`config.mk`:
```
export PLATFORM = sky130hd
export DESIGN_NAME = fosd_front
export DESIGN_NICKNAME = d
export VERILOG_FILES = /design/src/rtl/fourth_order_stencil_derivative_defines.svh /design/src/rtl/fosd_pkg.sv /design/src/rtl/fosd_front.sv
export SDC_FILE = /design/constraint.sdc
export NUM_CORES = 1
export LEC_CHECK = 0
export BUFFER_PORTS_ARGS = -buffer_cell sky130_fd_sc_hd__buf_4
export CAP_MARGIN = 20
export CORE_MARGIN = 2
export CORE_UTILIZATION = 49
export CTS_CLUSTER_DIAMETER = 50
export DETAILED_ROUTE_END_ITERATION = 10
export GPL_TIMING_DRIVEN = 0
export HOLD_SLACK_MARGIN = 0.06
export PLACE_DENSITY = 0.84
export RECOVER_POWER = 25
export SYNTH_ARGS = -nofsm -noshare
export SYNTH_HDL_FRONTEND = slang
export SYNTH_SLANG_ARGS = --single-unit
```
`constraint.sdc`:
```
create_clock -name clk -period 6.65 [get_ports clk]
set_clock_uncertainty 0.2 [all_clocks]
set_input_delay 0 -clock clk [delete_from_list [all_inputs] [get_ports clk]]
set_output_delay 0 -clock clk [all_outputs]
set_load 0.01 [all_outputs]
```
`src/rtl/fourth_order_stencil_derivative_defines.svh`:
```
// ---------------------------------------------------------------------------
// Stencil derivative assertion macros
// Concurrent checks sampled on clk and disabled while rst_n is low.
// ---------------------------------------------------------------------------
`ifndef FOURTH_ORDER_STENCIL_DERIVATIVE_DEFINES_SVH
`define FOURTH_ORDER_STENCIL_DERIVATIVE_DEFINES_SVH

// The consequent holds in the same cycle as the antecedent.
`define FOSD_ASSERT_SAME(lbl, ante, cons) \
  lbl: assert property (@(posedge clk) disable iff (!rst_n) (ante) |-> (cons)) \
    else $error("stencil derivative check failed");

// The consequent holds in the cycle after the antecedent.
`define FOSD_ASSERT_NEXT(lbl, ante, cons) \
  lbl: assert property (@(posedge clk) disable iff (!rst_n) (ante) |=> (cons)) \
    else $error("stencil derivative check failed");

`endif

```
`src/rtl/fosd_pkg.sv`:
```
// ---------------------------------------------------------------------------
// fosd_pkg
// Shared constants, stencil table and types of the stencil derivative block.
// ---------------------------------------------------------------------------
`timescale 1ns / 1ps
`default_nettype none

package fosd_pkg;

  localparam int SAMPLE_W = 32;
  localparam int INV_W    = 32;
  localparam int INV_FRAC = 16;
  localparam int TAPS     = 5;
  localparam int ROW_W    = 3;
  localparam int CNT_W    = 3;
  localparam int COEF_W   = 8;

  localparam int SUM_W = SAMPLE_W + 8;
  localparam int MAG_W = SAMPLE_W + 7;
  localparam int LO_W  = 32;
  localparam int HI_W  = MAG_W - LO_W;
  localparam int PLO_W = LO_W + INV_W;
  localparam int PHI_W = HI_W + INV_W;
  localparam int RES_W = PHI_W + LO_W - INV_FRAC + 1;

  localparam logic [INV_W-1:0] INV_RESET = INV_W'(65536);

  localparam int JQ_DEPTH = 4;
  localparam int JQ_PTR_W = $clog2(JQ_DEPTH);
  localparam int JQ_CNT_W = $clog2(JQ_DEPTH + 1);

  localparam int OQ_DEPTH = 8;
  localparam int OQ_PTR_W = $clog2(OQ_DEPTH);
  localparam int OQ_CNT_W = $clog2(OQ_DEPTH + 1);
  localparam int FLY_W    = 2;

  localparam logic [ROW_W-1:0] ROW_FIRST  = ROW_W'(0);
  localparam logic [ROW_W-1:0] ROW_SECOND = ROW_W'(1);
  localparam logic [ROW_W-1:0] ROW_CENTER = ROW_W'(2);
  localparam logic [ROW_W-1:0] ROW_PENULT = ROW_W'(3);
  localparam logic [ROW_W-1:0] ROW_END    = ROW_W'(4);

  localparam logic [CNT_W-1:0] NUM_ONE   = CNT_W'(1);
  localparam logic [CNT_W-1:0] NUM_THREE = CNT_W'(3);
  localparam logic [CNT_W-1:0] NUM_FIVE  = CNT_W'(5);

  localparam logic [CNT_W-1:0] SEEN_HEAD = CNT_W'(4);
  localparam logic [CNT_W-1:0] SEEN_MAX  = CNT_W'(5);

  // Rows: first point, second point, central, next-to-last, last.
  localparam logic signed [COEF_W-1:0] STENCIL [TAPS][TAPS] = '{
    '{-8'sd25,  8'sd48, -8'sd36,  8'sd16, -8'sd3 },
    '{-8'sd3,  -8'sd10,  8'sd18, -8'sd6,   8'sd1 },
    '{ 8'sd1,  -8'sd8,   8'sd0,   8'sd8,  -8'sd1 },
    '{-8'sd1,   8'sd6,  -8'sd18,  8'sd10,  8'sd3 },
    '{ 8'sd3,  -8'sd16,  8'sd36, -8'sd48,  8'sd25}
  };

  typedef struct packed {
    logic [TAPS-1:0][SAMPLE_W-1:0] win;
    logic [ROW_W-1:0]              first_row;
    logic [CNT_W-1:0]              num;
    logic                          zero;
    logic                          last;
  } job_t;

  typedef struct packed {
    logic [OQ_CNT_W-1:0] occ;
    logic [FLY_W-1:0]    inflight;
  } back_stat_t;

endpackage

`default_nettype wire

```
`src/rtl/fosd_front.sv`:
```
// ---------------------------------------------------------------------------
// fosd_front
// Keeps the sample window and sequence count and turns words into jobs.
// ---------------------------------------------------------------------------
`timescale 1ns / 1ps
`default_nettype none

module fosd_front (
  input  logic                                clk,
  input  logic                                rst_n,
  input  logic                                in_push,
  output logic                                in_full,
  input  logic signed [fosd_pkg::SAMPLE_W-1:0] in_sample,
  input  logic                                in_is_last,
  input  logic                                jq_full,
  output logic                                job_push,
  output fosd_pkg::job_t                      job
);

  logic [fosd_pkg::TAPS-1:0][fosd_pkg::SAMPLE_W-1:0] win_r;
  logic [fosd_pkg::TAPS-1:0][fosd_pkg::SAMPLE_W-1:0] win_nxt;
  logic [fosd_pkg::CNT_W-1:0]                        seen_r;
  logic [fosd_pkg::CNT_W-1:0]                        seen_nxt;
  logic                                              accept;

  assign in_full = jq_full;
  assign accept  = in_push && !jq_full;
  assign win_nxt = {in_sample, win_r[fosd_pkg::TAPS-1:1]};

  always_comb begin
    seen_nxt = seen_r;
    if (accept) begin
      if (in_is_last) begin
        seen_nxt = '0;
      end else if (seen_r < fosd_pkg::SEEN_MAX) begin
        seen_nxt = seen_r + fosd_pkg::CNT_W'(1);
      end
    end
  end

  always_comb begin
    job_push      = 1'b0;
    job.win       = win_nxt;
    job.first_row = fosd_pkg::ROW_FIRST;
    job.num       = fosd_pkg::NUM_ONE;
    job.zero      = 1'b0;
    job.last      = in_is_last;
    if (!in_is_last) begin
      if (seen_r == fosd_pkg::SEEN_HEAD) begin
        job_push = accept;
        job.num  = fosd_pkg::NUM_THREE;
      end else if (seen_r >= fosd_pkg::SEEN_MAX) begin
        job_push      = accept;
        job.first_row = fosd_pkg::ROW_CENTER;
      end
    end else begin
      job_push = accept;
      if (seen_r < fosd_pkg::SEEN_HEAD) begin
        job.zero = 1'b1;
        job.num  = seen_r + fosd_pkg::CNT_W'(1);
      end else if (seen_r == fosd_pkg::SEEN_HEAD) begin
        job.num = fosd_pkg::NUM_FIVE;
      end else begin
        job.first_row = fosd_pkg::ROW_CENTER;
        job.num       = fosd_pkg::NUM_THREE;
      end
    end
  end

  always_ff @(posedge clk) begin
    if (!rst_n) begin
      seen_r <= '0;
    end else begin
      seen_r <= seen_nxt;
    end
  end

  always_ff @(posedge clk) begin
    if (accept) begin
      win_r <= win_nxt;
    end
  end

endmodule

`default_nettype wire

```
==> summary.md <==
| Metric | Value |
|---|---|
| Power Total | 2.16 mW |
| Mapped Area | 4410 um^2 |
| Final Hold Vio Count | 0 |
| Post-synthesis xor/xnor area fraction | 0.199% |
| Max-cap viol count | 0 |
| Most frequent cells in the layout | buf_4 (231), edfxtp_1 (128), dlygate4sd3_1 (70) |
| Worst setup SP type | primary input |
| Crit-path max cell delay | 0.66 ns |
| I/O pins | 207 |
| Crit path arrival time | 3.05 ns |
| Setup Crit Path Kind | primary input to flip-flop |
| Sequential-to-total area share from yosys stat | 88.6% |
| Reg-to-Reg End | seen_r[2] |
| Commonest non-fill, non-tap cell in the layout | buf_4 |
| Number of H-tree levels | 4 |
| Crit. Startpoint | in_push |
| Dpl hpwl | 6590 um |
| Buf+Inv Stages, Crit Path | 6 |
| Final net count | 534 |
| Num rows | 34 |
| Grt met1 use | 23.4% |
| Hold Crit Class | primary input to primary output |
| Routed vias/inst | 4.63 |
| CTS tree | yes |
| Die area | 9770 um^2 |
| 1st-pass router iterations | 5 |
| Area growth from synthesis to layout | 69.2% |
| Share of layout cells above drive strength 1 | 54.0% |
| Initial drt markers | 81 |
| Leak | 3.11 nW |
| Die H | 98.8 um |
| CP Depth | 9 |
| Die Width | 98.8 um |
| Switching part of the total power | 19.7% |
| Peak Freq | 356 MHz |
| Worst Tran Pin Value | 0.603 ns |
| GR peak layer | met2 |
| Largest net degree at the start of global routing | 67 |
| Adder-Cell Fraction of Synth Area | 0.852% |
| Clk network pwr share | 47.1% |
| Crit path cell chain | dlygate4sd3_1, buf_4, nand2b_4, dlygate4sd3_1, inv_6, buf_16, a21o_1, o211a_1, dlygate4sd3_1 |
| Top delay family on crit path | buffers and inverters |
| Antenna cells | 0 |
| Final period util | 42.2% |
| Slew Viols, Final | 0 |
| Vias in the first global route | 2933 |
| Final setup fails | 0 |
| Routed Antenna Nets | 0 |
| #FFs+latches synth | 131 |
| Slowest cell on crit path | dlygate4sd3_1 |
| RSZ-0062 raised after global routing | no |
| Port Buffer Count | 204 |
| Post-synthesis average cell area | 22.1 um^2 |
| TritonCTS buffer count | 17 |
| Clock buffer depth | 2 |
| Pwr Density | 290 nW/um^2 |
| Post-Syn Instances | 199 |
| Total wire length | 11000 um |
| Initial Util | 50.5% |
| Antenna violations before repair | 0 |
| NetSw | 426 uW |
| Tot GR Track Use | 22.6% |
| CP required | 6.89 ns |
| P_int | 1.73 mW |
| Hold Path Origin | jq_full |
| Routed vias | 2850 |
| Largest family of logic cells by synthesized area | buffers and inverters |
| DRC | 0 |
| Status | completed |
| Synth warn | 0 |
| Slew HR | 59.8% |
| Simple-gate area share of the yosys netlist | 1.22% |
| Setup crit end kind | flip-flop |
| Reg2Reg Setup Slack | 4.69 ns |
| Design area | 7450 um^2 |
| Mux contribution to synthesized area | 0.227% |
| Clk sink count | 131 |
| Clock transition at the registers of the reported paths | 0.06 ns |
| Post-cts resize count | 0 |
| Met3 Use GR | 6.52% |
| DR WL/cell | 17.8 um |
| Sequential Power Share | 44.5% |
| Worst reg2reg path startpoint | seen_r[0] |
| Synth Area in Compound Gates | 2.02% |
| Clk_lat worst skew | 0.50 ns |
| Peak supply drop | 219 uV |
| Placer Congestion | 0.882 |
| WHS | 0.119 ns |
| First-pass GRT wire length | 16100 um |
| Met2 usage | 42.3% |
| Critical-path maximum fanout | 66 |
| GRT overflow | 0 |
| Cell variety after synth | 27 |
| Most frequent CP cell | dlygate4sd3_1 |
| Crit path to | seen_r[2] |
| Post-Place Cell Area | 6110 um^2 |
| Reg2Reg Depth | 4 |
| Crit path time final | 2.81 ns |
| Final setup TNS | 0 ns |
| Core box area | 8720 um^2 |
| Comb pwr share | 8.4% |
| Root buf cell | clkbuf_8 |
[per-layer routing]
layer,routed length (um),vias to the layer above
li1,-,1314
met5,0,-
met3,570,15
met4,216,0
met1,3650,1405
met2,6520,116
[tightest hold or removal path, stage by stage]
cell and delay, ns:
buf_4 0.09, buf_4 0.09, clkbuf_1 0.13
[flip-flops by register name, summed over array words and instances, names as in the netlist]
name,flops
seen_r,3
job,128
[worst min-delay path by stage]
stage | to | slack (ns) | cells after the start
floorplan | in_full | -0.11 | 1
global placement | job[129] | -0.01 | 1
detailed placement | job[111] | -0.01 | 1
CTS | in_full | 0.08 | 3
global route | seen_r[1] | 0.12 | 3
finish | in_full | 0.12 | 3
[through the flow]
stage / std cells / worst slack (ns) / util [%]
floorplan: 200 / 3.22 / -
global placement: 512 / 2.13 / 69.7
detailed placement: 513 / 4.93 / 70.1
CTS: 615 / 3.87 / 85.6
global route: 615 / 3.73 / 85.5
finish: 615 / 3.84 / 85.5
[cells in the mapped netlist]
library cell	instances	share of area, %
ha_1	3	0.85
a21o_1	1	0.17
o2111ai_1	1	0.20
buf_4	36	6.1
nand2b_4	1	0.31
buf_6	1	0.26
inv_1	4	0.34
a21oi_1	3	0.34
mux2i_1	1	0.23
a22o_1	1	0.20
o41ai_1	1	0.20
conb_1	1	0.085
nand2_1	1	0.085
nor2_1	2	0.17
a21boi_1	1	0.17
dfxtp_1	3	1.4
a31oi_1	1	0.14
nor2_4	1	0.26
o21ai_0	1	0.11
nor2b_1	1	0.14
xor2_1	1	0.20
o211a_1	1	0.23
nor3_1	1	0.11
o221a_2	1	0.26
inv_2	1	0.085
nor4_1	1	0.14
edfxtp_1	128	87
[area by class of cell]
| class | count | area [um^2] |
|---|---|---|
| Sequential cell | 131 | 3900 |
| Timing Repair Buffer | 275 | 2250 |
| Fill cell | 402 | 1270 |
| Clock buffer | 18 | 418 |
| Buffer | 37 | 282 |
| Clock inverter | 14 | 234 |
| Multi-Input combinational cell | 27 | 206 |
| Tap cell | 108 | 135 |
| Inverter | 5 | 23.8 |
[what timing repair did]
item,CTS,global route
endpoints found under the hold margin,99,0
endpoints found under the setup margin,0,0
hold buffers,70,0
setup buffers,0,0
[cells by family after synthesis]
logic type,count (synthesis)
adders and majority gates,3
DFF,131
and+or+nand+nor,8
other,1
xor gates and xnor gates,1
muxes,1
buffers and inverters,42
AOI/OAI and AO/OA,12
[power by group through the flow]
stage	Combinational (mW)	Sequential (mW)	Clock (mW)
4_1_cts	0.180	0.960	1.03
6_report	0.182	0.961	1.02
3_3_place_gp	0.143	0.979	0
3_5_place_dp	0.149	0.977	0
2_1_floorplan	0.0399	0.993	0
5_1_grt	0.192	0.964	1.07
(Power assumes the default switching activity.)
