==> src/rtl/fourth_order_stencil_derivative_defines.svh <==
// ---------------------------------------------------------------------------
// Stencil derivative assertion macros
// Concurrent checks sampled on clk and disabled while rst_n is low.
// ---------------------------------------------------------------------------
`ifndef FOURTH_ORDER_STENCIL_DERIVATIVE_DEFINES_SVH
`define FOURTH_ORDER_STENCIL_DERIVATIVE_DEFINES_SVH

// The consequent holds in the same cycle as the antecedent.
`define FOSD_ASSERT_SAME(lbl, ante, cons) \
  lbl: assert property (@(posedge clk) disable iff (!rst_n) (ante) |-> (cons)) \
    else $error("stencil derivative check failed");

// The consequent holds in the cycle after the antecedent.
`define FOSD_ASSERT_NEXT(lbl, ante, cons) \
  lbl: assert property (@(posedge clk) disable iff (!rst_n) (ante) |=> (cons)) \
    else $error("stencil derivative check failed");

`endif

==> src/rtl/fosd_pkg.sv <==
// ---------------------------------------------------------------------------
// fosd_pkg
// Shared constants, stencil table and types of the stencil derivative block.
// ---------------------------------------------------------------------------
`timescale 1ns / 1ps
`default_nettype none

package fosd_pkg;

  localparam int SAMPLE_W = 32;
  localparam int INV_W    = 32;
  localparam int INV_FRAC = 16;
  localparam int TAPS     = 5;
  localparam int ROW_W    = 3;
  localparam int CNT_W    = 3;
  localparam int COEF_W   = 8;

  localparam int SUM_W = SAMPLE_W + 8;
  localparam int MAG_W = SAMPLE_W + 7;
  localparam int LO_W  = 32;
  localparam int HI_W  = MAG_W - LO_W;
  localparam int PLO_W = LO_W + INV_W;
  localparam int PHI_W = HI_W + INV_W;
  localparam int RES_W = PHI_W + LO_W - INV_FRAC + 1;

  localparam logic [INV_W-1:0] INV_RESET = INV_W'(65536);

  localparam int JQ_DEPTH = 4;
  localparam int JQ_PTR_W = $clog2(JQ_DEPTH);
  localparam int JQ_CNT_W = $clog2(JQ_DEPTH + 1);

  localparam int OQ_DEPTH = 8;
  localparam int OQ_PTR_W = $clog2(OQ_DEPTH);
  localparam int OQ_CNT_W = $clog2(OQ_DEPTH + 1);
  localparam int FLY_W    = 2;

  localparam logic [ROW_W-1:0] ROW_FIRST  = ROW_W'(0);
  localparam logic [ROW_W-1:0] ROW_SECOND = ROW_W'(1);
  localparam logic [ROW_W-1:0] ROW_CENTER = ROW_W'(2);
  localparam logic [ROW_W-1:0] ROW_PENULT = ROW_W'(3);
  localparam logic [ROW_W-1:0] ROW_END    = ROW_W'(4);

  localparam logic [CNT_W-1:0] NUM_ONE   = CNT_W'(1);
  localparam logic [CNT_W-1:0] NUM_THREE = CNT_W'(3);
  localparam logic [CNT_W-1:0] NUM_FIVE  = CNT_W'(5);

  localparam logic [CNT_W-1:0] SEEN_HEAD = CNT_W'(4);
  localparam logic [CNT_W-1:0] SEEN_MAX  = CNT_W'(5);

  // Rows: first point, second point, central, next-to-last, last.
  localparam logic signed [COEF_W-1:0] STENCIL [TAPS][TAPS] = '{
    '{-8'sd25,  8'sd48, -8'sd36,  8'sd16, -8'sd3 },
    '{-8'sd3,  -8'sd10,  8'sd18, -8'sd6,   8'sd1 },
    '{ 8'sd1,  -8'sd8,   8'sd0,   8'sd8,  -8'sd1 },
    '{-8'sd1,   8'sd6,  -8'sd18,  8'sd10,  8'sd3 },
    '{ 8'sd3,  -8'sd16,  8'sd36, -8'sd48,  8'sd25}
  };

  typedef struct packed {
    logic [TAPS-1:0][SAMPLE_W-1:0] win;
    logic [ROW_W-1:0]              first_row;
    logic [CNT_W-1:0]              num;
    logic                          zero;
    logic                          last;
  } job_t;

  typedef struct packed {
    logic [OQ_CNT_W-1:0] occ;
    logic [FLY_W-1:0]    inflight;
  } back_stat_t;

endpackage

`default_nettype wire

==> src/rtl/fosd_jobq.sv <==
// ---------------------------------------------------------------------------
// fosd_jobq
// Short job queue that decouples the front from the arithmetic back end.
// ---------------------------------------------------------------------------
`timescale 1ns / 1ps
`default_nettype none

module fosd_jobq (
  input  logic                          clk,
  input  logic                          rst_n,
  input  logic                          push,
  input  fosd_pkg::job_t                push_job,
  output logic                          full,
  input  logic                          pop,
  output logic                          head_valid,
  output fosd_pkg::job_t                head_job
);

  fosd_pkg::job_t                  mem_r [fosd_pkg::JQ_DEPTH];
  logic [fosd_pkg::JQ_PTR_W-1:0]   wr_ptr_r;
  logic [fosd_pkg::JQ_PTR_W-1:0]   rd_ptr_r;
  logic [fosd_pkg::JQ_CNT_W-1:0]   cnt_r;
  logic [fosd_pkg::JQ_CNT_W-1:0]   cnt_nxt;
  logic                            do_push;
  logic                            do_pop;

  assign full       = (cnt_r == fosd_pkg::JQ_CNT_W'(fosd_pkg::JQ_DEPTH));
  assign head_valid = (cnt_r != '0);
  assign head_job   = mem_r[rd_ptr_r];
  assign do_push    = push && !full;
  assign do_pop     = pop && head_valid;

  always_comb begin
    cnt_nxt = cnt_r;
    if (do_push && !do_pop) begin
      cnt_nxt = cnt_r + fosd_pkg::JQ_CNT_W'(1);
    end else if (do_pop && !do_push) begin
      cnt_nxt = cnt_r - fosd_pkg::JQ_CNT_W'(1);
    end
  end

  always_ff @(posedge clk) begin
    if (!rst_n) begin
      wr_ptr_r <= '0;
      rd_ptr_r <= '0;
      cnt_r    <= '0;
    end else begin
      cnt_r <= cnt_nxt;
      if (do_push) begin
        wr_ptr_r <= wr_ptr_r + fosd_pkg::JQ_PTR_W'(1);
      end
      if (do_pop) begin
        rd_ptr_r <= rd_ptr_r + fosd_pkg::JQ_PTR_W'(1);
      end
    end
  end

  always_ff @(posedge clk) begin
    if (do_push) begin
      mem_r[wr_ptr_r] <= push_job;
    end
  end

endmodule

`default_nettype wire

==> config.mk <==
export PLATFORM = sky130hd
export DESIGN_NAME = fosd_jobq
export DESIGN_NICKNAME = d
export VERILOG_FILES = /design/src/rtl/fourth_order_stencil_derivative_defines.svh /design/src/rtl/fosd_pkg.sv /design/src/rtl/fosd_jobq.sv
export SDC_FILE = /design/constraint.sdc
export NUM_CORES = 1
export LEC_CHECK = 0
export ABC_AREA = 1
export BUFFER_PORTS_ARGS = -buffer_cell sky130_fd_sc_hd__buf_2
export CORE_MARGIN = 4
export CORE_UTILIZATION = 30
export DETAILED_ROUTE_END_ITERATION = 10
export PLACE_DENSITY = 0.46
export SYNTH_ARGS = -nofsm -noshare
export SYNTH_HDL_FRONTEND = slang
export SYNTH_SLANG_ARGS = --single-unit
==> constraint.sdc <==
create_clock -name clk -period 10.9 [get_ports clk]
set_clock_uncertainty 0.1 [all_clocks]
set_input_delay 0.545 -clock clk [delete_from_list [all_inputs] [get_ports clk]]
set_output_delay 0.545 -clock clk [all_outputs]
set_load 0.05 [all_outputs]
==> results of run 1 <==
## worst register-to-register path: stages (launching register included)
cell and delay (ns):
sky130_fd_sc_hd__dfxtp_1 0.41, sky130_fd_sc_hd__nor2_1 0.09, sky130_fd_sc_hd__nand2_1 0.14, sky130_fd_sc_hd__nand2_1 0.27, sky130_fd_sc_hd__nor2_4 0.84, sky130_fd_sc_hd__buf_4 0.91
sky130_fd_sc_hd__buf_4 0.83
## registers in the layout, summed over array words and instances, names as in the netlist, named ones only
register  count
cnt_r         3
wr_ptr_r      2
mem_r       672
rd_ptr_r      2
## area by class of cell
class / count / share of cell area
Inverter: 17 / 0.00241
Antenna cell: 12 / 0.000982
Multi-Input combinational cell: 885 / 0.140
Clock buffer: 97 / 0.0688
Tap cell: 1080 / 0.0442
Sequential cell: 681 / 0.666
Timing Repair Buffer: 383 / 0.0678
Clock inverter: 39 / 0.00986
## routing by layer
| layer | wire length (um) | up-vias | share of wire | track usage |
|---|---|---|---|---|
| met5 | 42 | - | 0.00064 | 0 |
| met4 | 1570 | 8 | 0.024 | 0.0431 |
| met3 | 4110 | 99 | 0.063 | 0.0382 |
| met2 | 30900 | 358 | 0.47 | 0.235 |
| met1 | 28900 | 7595 | 0.44 | 0.187 |
| li1 | - | 7130 | - | - |
## worst paths after layout
| kind | startpoint | end | slack, ns | depth (start not counted) |
|---|---|---|---|---|
| worst max-delay path | flip-flop | head_job[158] | 6.12 | 6 |
| worst min-delay path | push_job[21] | mem_r[0][21] | 0.05 | 1 |
| worst max register to register | cnt_r[0] | mem_r[3][110] | 6.89 | 6 |
| worst min register to register | rd_ptr_r[1] | flip-flop | 0.41 | 2 |
## power breakdown
| part | internal [mW] | switching (mW) | leakage (nW) |
|---|---|---|---|
| combinational | 0.495 | 2.10 | 3.08 |
| sequential | 3.19 | 0.0789 | 6.23 |
| clock | 1.42 | 1.02 | 1.18 |
## cell families after synthesis
| group | after synthesis | share of synthesized area |
|---|---|---|
| buffers and inverters | 127 | 0.0243 |
| xor gates and xnor gates | 1 | 0.000347 |
| and+or+nand+nor | 370 | 0.0554 |
| AOI/OAI and AO/OA | 508 | 0.109 |
| DFF | 681 | 0.808 |
| adders and majority gates | 6 | 0.00328 |
## per-stage QoR
stage               cell area (sq um)  power, mW  setup slack, ns  hold slack (ns)
floorplan                       25200       5.27             2.47            0.365
global placement                27900       5.94             6.68            0.377
detailed placement              27900       5.97             6.67            0.390
CTS                             30500       8.45             5.96         0.000192
global route                    30600       8.71             5.81           0.0161
finish                          30600       8.31             6.12           0.0510
## layout by cell type (no fill, tap or decap), types with 17 or more instances in the layout
| cell type | n |
|---|---|
| sky130_fd_sc_hd__nor2_1 | 346 |
| sky130_fd_sc_hd__dlygate4sd3_1 | 20 |
| sky130_fd_sc_hd__clkinv_1 | 17 |
| sky130_fd_sc_hd__buf_2 | 341 |
| sky130_fd_sc_hd__o22ai_1 | 168 |
| sky130_fd_sc_hd__edfxtp_1 | 672 |
| sky130_fd_sc_hd__buf_4 | 22 |
| sky130_fd_sc_hd__o21ai_0 | 331 |
| sky130_fd_sc_hd__clkbuf_16 | 79 |
## repair_timing
item                                   4_1_cts  5_1_grt
hold buffers                                20        0
setup buffers                                0        0
endpoints found under the hold margin       72        0
==> PnR_summary.wiki, run 1 <==
{| class="wikitable"
! Metric !! Value
|-
| Outcome || complete, no violations
|-
| Area inside the core boundary || 83400 sq um
|-
| Clock transition time at the flip-flop clock pins of the worst setup and hold paths || 0.06 ns
|-
| Clock root buffer || sky130_fd_sc_hd__clkbuf_16
|-
| Finish-stage setup viols || 0
|-
| Average size of a mapped cell || 14.9 sq um
|-
| Yosys warns || 0
|-
| Top cells by area, synth || sky130_fd_sc_hd__edfxtp_1 80%, sky130_fd_sc_hd__o21ai_0 6.6%, sky130_fd_sc_hd__nor2_1 5.2%
|-
| Antenna violation net count after detailed routing || 0
|-
| Nets in the synthesized netlist || 1871
|-
| Total overflow reported by the global router || 0
|-
| Crit Path Max Fanout || 78
|-
| Starting Density || 0.302
|-
| Number of register bits inferred by synthesis || 681
|-
| WP data required || 10.26 ns
|-
| DP Wirelength || 36700 um
|-
| Slowest CP cell || sky130_fd_sc_hd__buf_4
|-
| Die height || 298 um
|-
| Delay of the slowest critical-path stage || 0.82 ns
|-
| Dominant register cell in the synthesized netlist || sky130_fd_sc_hd__edfxtp_1
|-
| Storage cell area || 20400 sq um
|-
| Post-synth EDFFs || 672
|-
| Clk_lat worst skew || 0.61 ns
|-
| DRC violations left || 0
|-
| Clock Path Buffers || 3
|-
| Setup repair after global routing missed its margin || no
|-
| Detailed-route vias per instance || 4.76
|-
| Slew at the pin closest to its max-slew limit || 1.05 ns
|-
| Final Max Slew Viols || 0
|-
| Number of clock buffers inserted by TritonCTS || 77
|-
| Worst slew margin || 0.299
|-
| IR drop worst, VDD || 0.000184 V
|-
| Max H-tree Level || 3
|-
| Max Freq || 209 MHz
|-
| Detailed Route Iter0 Violations || 956
|-
| Die W || 298 um
|-
| Share of final-layout standard cells stronger than drive strength 1 || 0.227
|-
| CP endpoint kind || output pin
|-
| Worst-path cell chain || inv_4 -> buf_4 -> buf_4 -> o21ai_0 -> o22ai_1 -> buf_2
|-
| Crit path top cell by count || sky130_fd_sc_hd__buf_4
|-
| Share of synthesized flip-flops with an asynchronous set or reset || 0
|-
| Worst EP arrival || 4.13 ns
|-
| Fraction of the core area covered by cells at the end of the flow || 0.366
|-
| Clock tree from TritonCTS || built
|-
| Pin count of the biggest net entering global routing || 175
|-
| Mapped cell area || 25200 sq um
|-
| Die area || 88700 sq um
|-
| Gpl congestion || 0.714
|-
| Vias in the first global route || 15296
|-
| Top Family by Delay on Critical Path || buffers and inverters
|-
| Sequential fraction of the synthesis area || 0.808
|-
| Number of max-capacitance violations reported || 0
|-
| Number of hold violations in the final report || 0
|-
| Classification of the worst-slack hold path || input pin to flip-flop
|-
| Pre-antenna DRT Iters || 4
|-
| Port-buffer cells || 341
|-
| Number of antenna violations at the first check in global routing || 14
|-
| Sum of negative setup slack || 0 ns
|-
| Routed length per instance || 20.5 um
|-
| Cell count after synthesis || 1693
|-
| Post-synth top area share || 0.800
|-
| Kind of launch point of the worst setup path || flip-flop
|-
| Post-synth top cells || 672 x sky130_fd_sc_hd__edfxtp_1, 350 x sky130_fd_sc_hd__nor2_1, 331 x sky130_fd_sc_hd__o21ai_0, 168 x sky130_fd_sc_hd__o22ai_1, 71 x sky130_fd_sc_hd__clkbuf_1
|-
| Floorplan row count || 106
|-
| Cell count after placement || 3026
|-
| Power Density || 272 nW/um^2
|-
| Post_cts resized || 0
|-
| Shortest period the worst path allows || 4.78 ns
|-
| Tcrit/Tclk final || 0.438
|-
| # fillers || 7991
|-
| Number of standard cells in the layout, taps in and fillers out || 3194
|-
| Most instantiated library cell after synthesis || sky130_fd_sc_hd__edfxtp_1
|-
| Cell variety after synth || 20
|-
| Total via count in the routed design || 15190
|-
| Critical path buffer and inverter count || 4
|-
| Clock net sink count || 681
|-
| Global-route wire length before repair || 97200 um
|-
| Total global routing track utilization || 0.143
|-
| Count of boundary I/O pins || 342
|-
| Lkg Pwr || 10.5 nW
|-
| Detailed Route WL || 65600 um
|-
| P&R area growth vs syn || 21.3%
|-
| Setup CP Type || flip-flop to output pin
|-
| Multi-input logic area || 4270 sq um
|-
| Biggest area consumer among synthesized cells || sky130_fd_sc_hd__edfxtp_1
|-
| Count of nets after finishing || 2223
|}
Note: power is estimated with default switching activity, not from simulation.
==> run 2: changes to the inputs <==
- clock period: 10.9 -> 4.6 ns (I/O delays scaled with it)
==> run 2 against run 1 <==
The run now ends with slew limit left. Combinational power increased by 150%. Non-clock buffer count increased by 149. Die area unchanged. Core utilization increased by 2.2 points. Final area increased by 5.9%. Clock power increased by 150%. Via count increased by 4.2%. Highest routed layer unchanged.
==> PnR_summary.wiki, run 2 (synthesis gave the netlist of run 1 again) <==
{| class="wikitable"
! Metric !! Value
|-
| Flip-flop count of the largest register after layout || 672 (unchanged)
|-
| Clock root buffer || sky130_fd_sc_hd__clkbuf_16 (unchanged)
|-
| Antenna violation net count after detailed routing || 0 (unchanged)
|-
| Clock Path Buffers || 3 (unchanged)
|-
| Clock tree from TritonCTS || built (unchanged)
|-
| DRC violations left || 0 (unchanged)
|-
| Most common library cell in the layout ignoring fill and taps || sky130_fd_sc_hd__edfxtp_1 (unchanged)
|-
| Detailed Route WL || 65100 um (was 65600 um)
|-
| Global-route wire length before repair || 97700 um (was 97200 um)
|-
| Pre-antenna DRT Iters || 5 (was 4)
|-
| Number of antenna violations at the first check in global routing || 7 (was 14)
|-
| P&R area growth vs syn || 28.4% (was 21.3%)
|-
| WP data required || 4.27 ns (was 10.26 ns)
|-
| Crit Path Max Fanout || 240 (was 78)
|-
| Detailed Route Iter0 Violations || 828 (was 956)
|-
| Port-buffer cells || 341 (unchanged)
|-
| Gpl congestion || 0.716 (was 0.714)
|-
| Final design instance area without fill || 32400 sq um (was 30600 sq um)
|-
| # fillers || 7808 (was 7991)
|-
| Count of boundary I/O pins || 342 (unchanged)
|-
| Area inside the core boundary || 83400 sq um (unchanged)
|-
| Die W || 298 um (unchanged)
|-
| Most flops, register || mem_r (unchanged)
|-
| Power Density || 621 nW/um^2 (was 272 nW/um^2)
|-
| Setup CP Type || flip-flop to output pin (unchanged)
|-
| Setup repair after global routing missed its margin || no (unchanged)
|-
| Lkg Pwr || 11.2 nW (was 10.5 nW)
|-
| CP endpoint kind || output pin (unchanged)
|-
| Count of nets after finishing || 2373 (was 2223)
|-
| DP Wirelength || 34400 um (was 36700 um)
|-
| Placed instance area || 28100 sq um (was 27900 sq um)
|-
| Failing checks || slew limit
|-
| Leading registers by flop count || mem_r x672, cnt_r x3 (unchanged)
|-
| Total global routing track utilization || 0.142 (was 0.143)
|-
| Total via count in the routed design || 15834 (was 15190)
|-
| Post-CTS Setup Bufs || 0 (unchanged)
|-
| Worst EP arrival || 3.12 ns (was 4.13 ns)
|-
| Max H-tree Level || 3 (unchanged)
|-
| Kind of launch point of the worst setup path || flip-flop (unchanged)
|-
| Vias in the first global route || 15981 (was 15296)
|-
| Detailed-route vias per instance || 4.73 (was 4.76)
|-
| Delay of the slowest critical-path stage || 0.44 ns (was 0.82 ns)
|-
| Finish-stage setup viols || 0 (unchanged)
|-
| Pin count of the biggest net entering global routing || 241 (was 175)
|-
| Shortest period the worst path allows || 3.45 ns
|-
| Slew at the pin closest to its max-slew limit || 1.65 ns (was 1.05 ns)
|-
| Worst slew margin || -0.101 (was 0.299)
|-
| Starting Density || 0.302 (unchanged)
|-
| Share of final-layout standard cells stronger than drive strength 1 || 0.213 (was 0.227)
|-
| Total overflow reported by the global router || 0 (unchanged)
|-
| IR drop worst, VDD || 0.000460 V (was 0.000184 V)
|-
| Max Freq || 290 MHz
|-
| Floorplan row count || 106 (unchanged)
|-
| Commonest cells after routing, fill and taps aside || 672 x sky130_fd_sc_hd__edfxtp_1, 346 x sky130_fd_sc_hd__nor2_1, 341 x sky130_fd_sc_hd__buf_2 (unchanged)
|-
| Tcrit/Tclk final || 0.749
|-
| Clock transition time at the flip-flop clock pins of the worst setup and hold paths || 0.06 ns (about the same)
|-
| Slowest CP cell || sky130_fd_sc_hd__buf_12 (was sky130_fd_sc_hd__buf_4)
|-
| Clk_lat worst skew || 0.61 ns (about the same)
|-
| Outcome || complete, but fails checks (was complete, no violations)
|-
| Die height || 298 um (unchanged)
|-
| Hold WS || 0.262 ns (was 0.0510 ns)
|-
| Clock net sink count || 681 (unchanged)
|-
| Die area || 88700 sq um (unchanged)
|-
| Worst-path cell chain || buf_12 -> o21ai_0 -> o22ai_1 -> buf_2 (was inv_4 -> buf_4 -> buf_4 -> o21ai_0 -> o22ai_1 -> buf_2)
|-
| Classification of the worst-slack hold path || input pin to flip-flop (unchanged)
|-
| Number of hold violations in the final report || 0 (unchanged)
|-
| Routed length per instance || 19.4 um (was 20.5 um)
|-
| Number of clock buffers inserted by TritonCTS || 78 (was 77)
|-
| Number of max-capacitance violations reported || 0 (unchanged)
|-
| Final Max Slew Viols || 97 (was 0)
|}
[run 2: stage by stage]
stage	instances	TNS, ns	util	power, mW	worst slack [ns]
CTS	3338	0	0.388	20.5	1.37
finish	3345	0	0.388	20.1	1.15
floorplan	1693	-692.06	-	12.4	-1.03
global placement	3024	0	0.337	14.1	1.96
global route	3341	0	0.388	21.1	1.11
detailed placement	3024	0	0.337	14.2	1.94
[run 2: layer usage]
| layer | GRT usage | wire length (um) | part of all wire |
|---|---|---|---|
| met3 | 0.0367 | 3600 | 0.055 |
| met5 | 0 | 13 | 0.00020 |
| met4 | 0.0343 | 1120 | 0.017 |
| met2 | 0.234 | 31100 | 0.48 |
| met1 | 0.188 | 29200 | 0.45 |
[run 2: area by class of cell]
class	instances	area, sq um	area share
diodes	7	17.5	0.000541
clock buffers	88	2010	0.0621
clock inverters	55	543	0.0168
inverters	17	73.8	0.00228
multi-input cells	885	4270	0.132
flip-flops and latches	681	20400	0.629
well taps	1080	1350	0.0417
repair buffers	532	3740	0.116
[run 2: timing repair]
action | CTS | global route
endpoints found under the hold margin | 681 | 0
hold buffers | 171 | 0
gates resized for setup | 0 | 0
[run 2: path summary, 6_finish.rpt]
check             cells after the start       endpoint          start  slack (ns)
setup / recovery                      4  head_job[130]      flip-flop        1.15
setup reg to reg                      5   mem_r[2][39]       cnt_r[0]        2.01
hold / removal                        2  mem_r[1][146]  push_job[146]        0.26
hold reg to reg                       2    rd_ptr_r[0]    rd_ptr_r[0]        0.41
[run 2: critical path, delay by kind of cell (launching register included)]
family | cells | cell delay [ns]
buf+inv | 2 | 0.78
compound gates | 2 | 0.63
flops | 1 | 0.39
[run 2: report_power, final]
group	internal [mW]	switching [mW]
clock	3.57	2.49
sequential	7.54	0.135
combinational	1.30	5.07
total	12.4	7.70
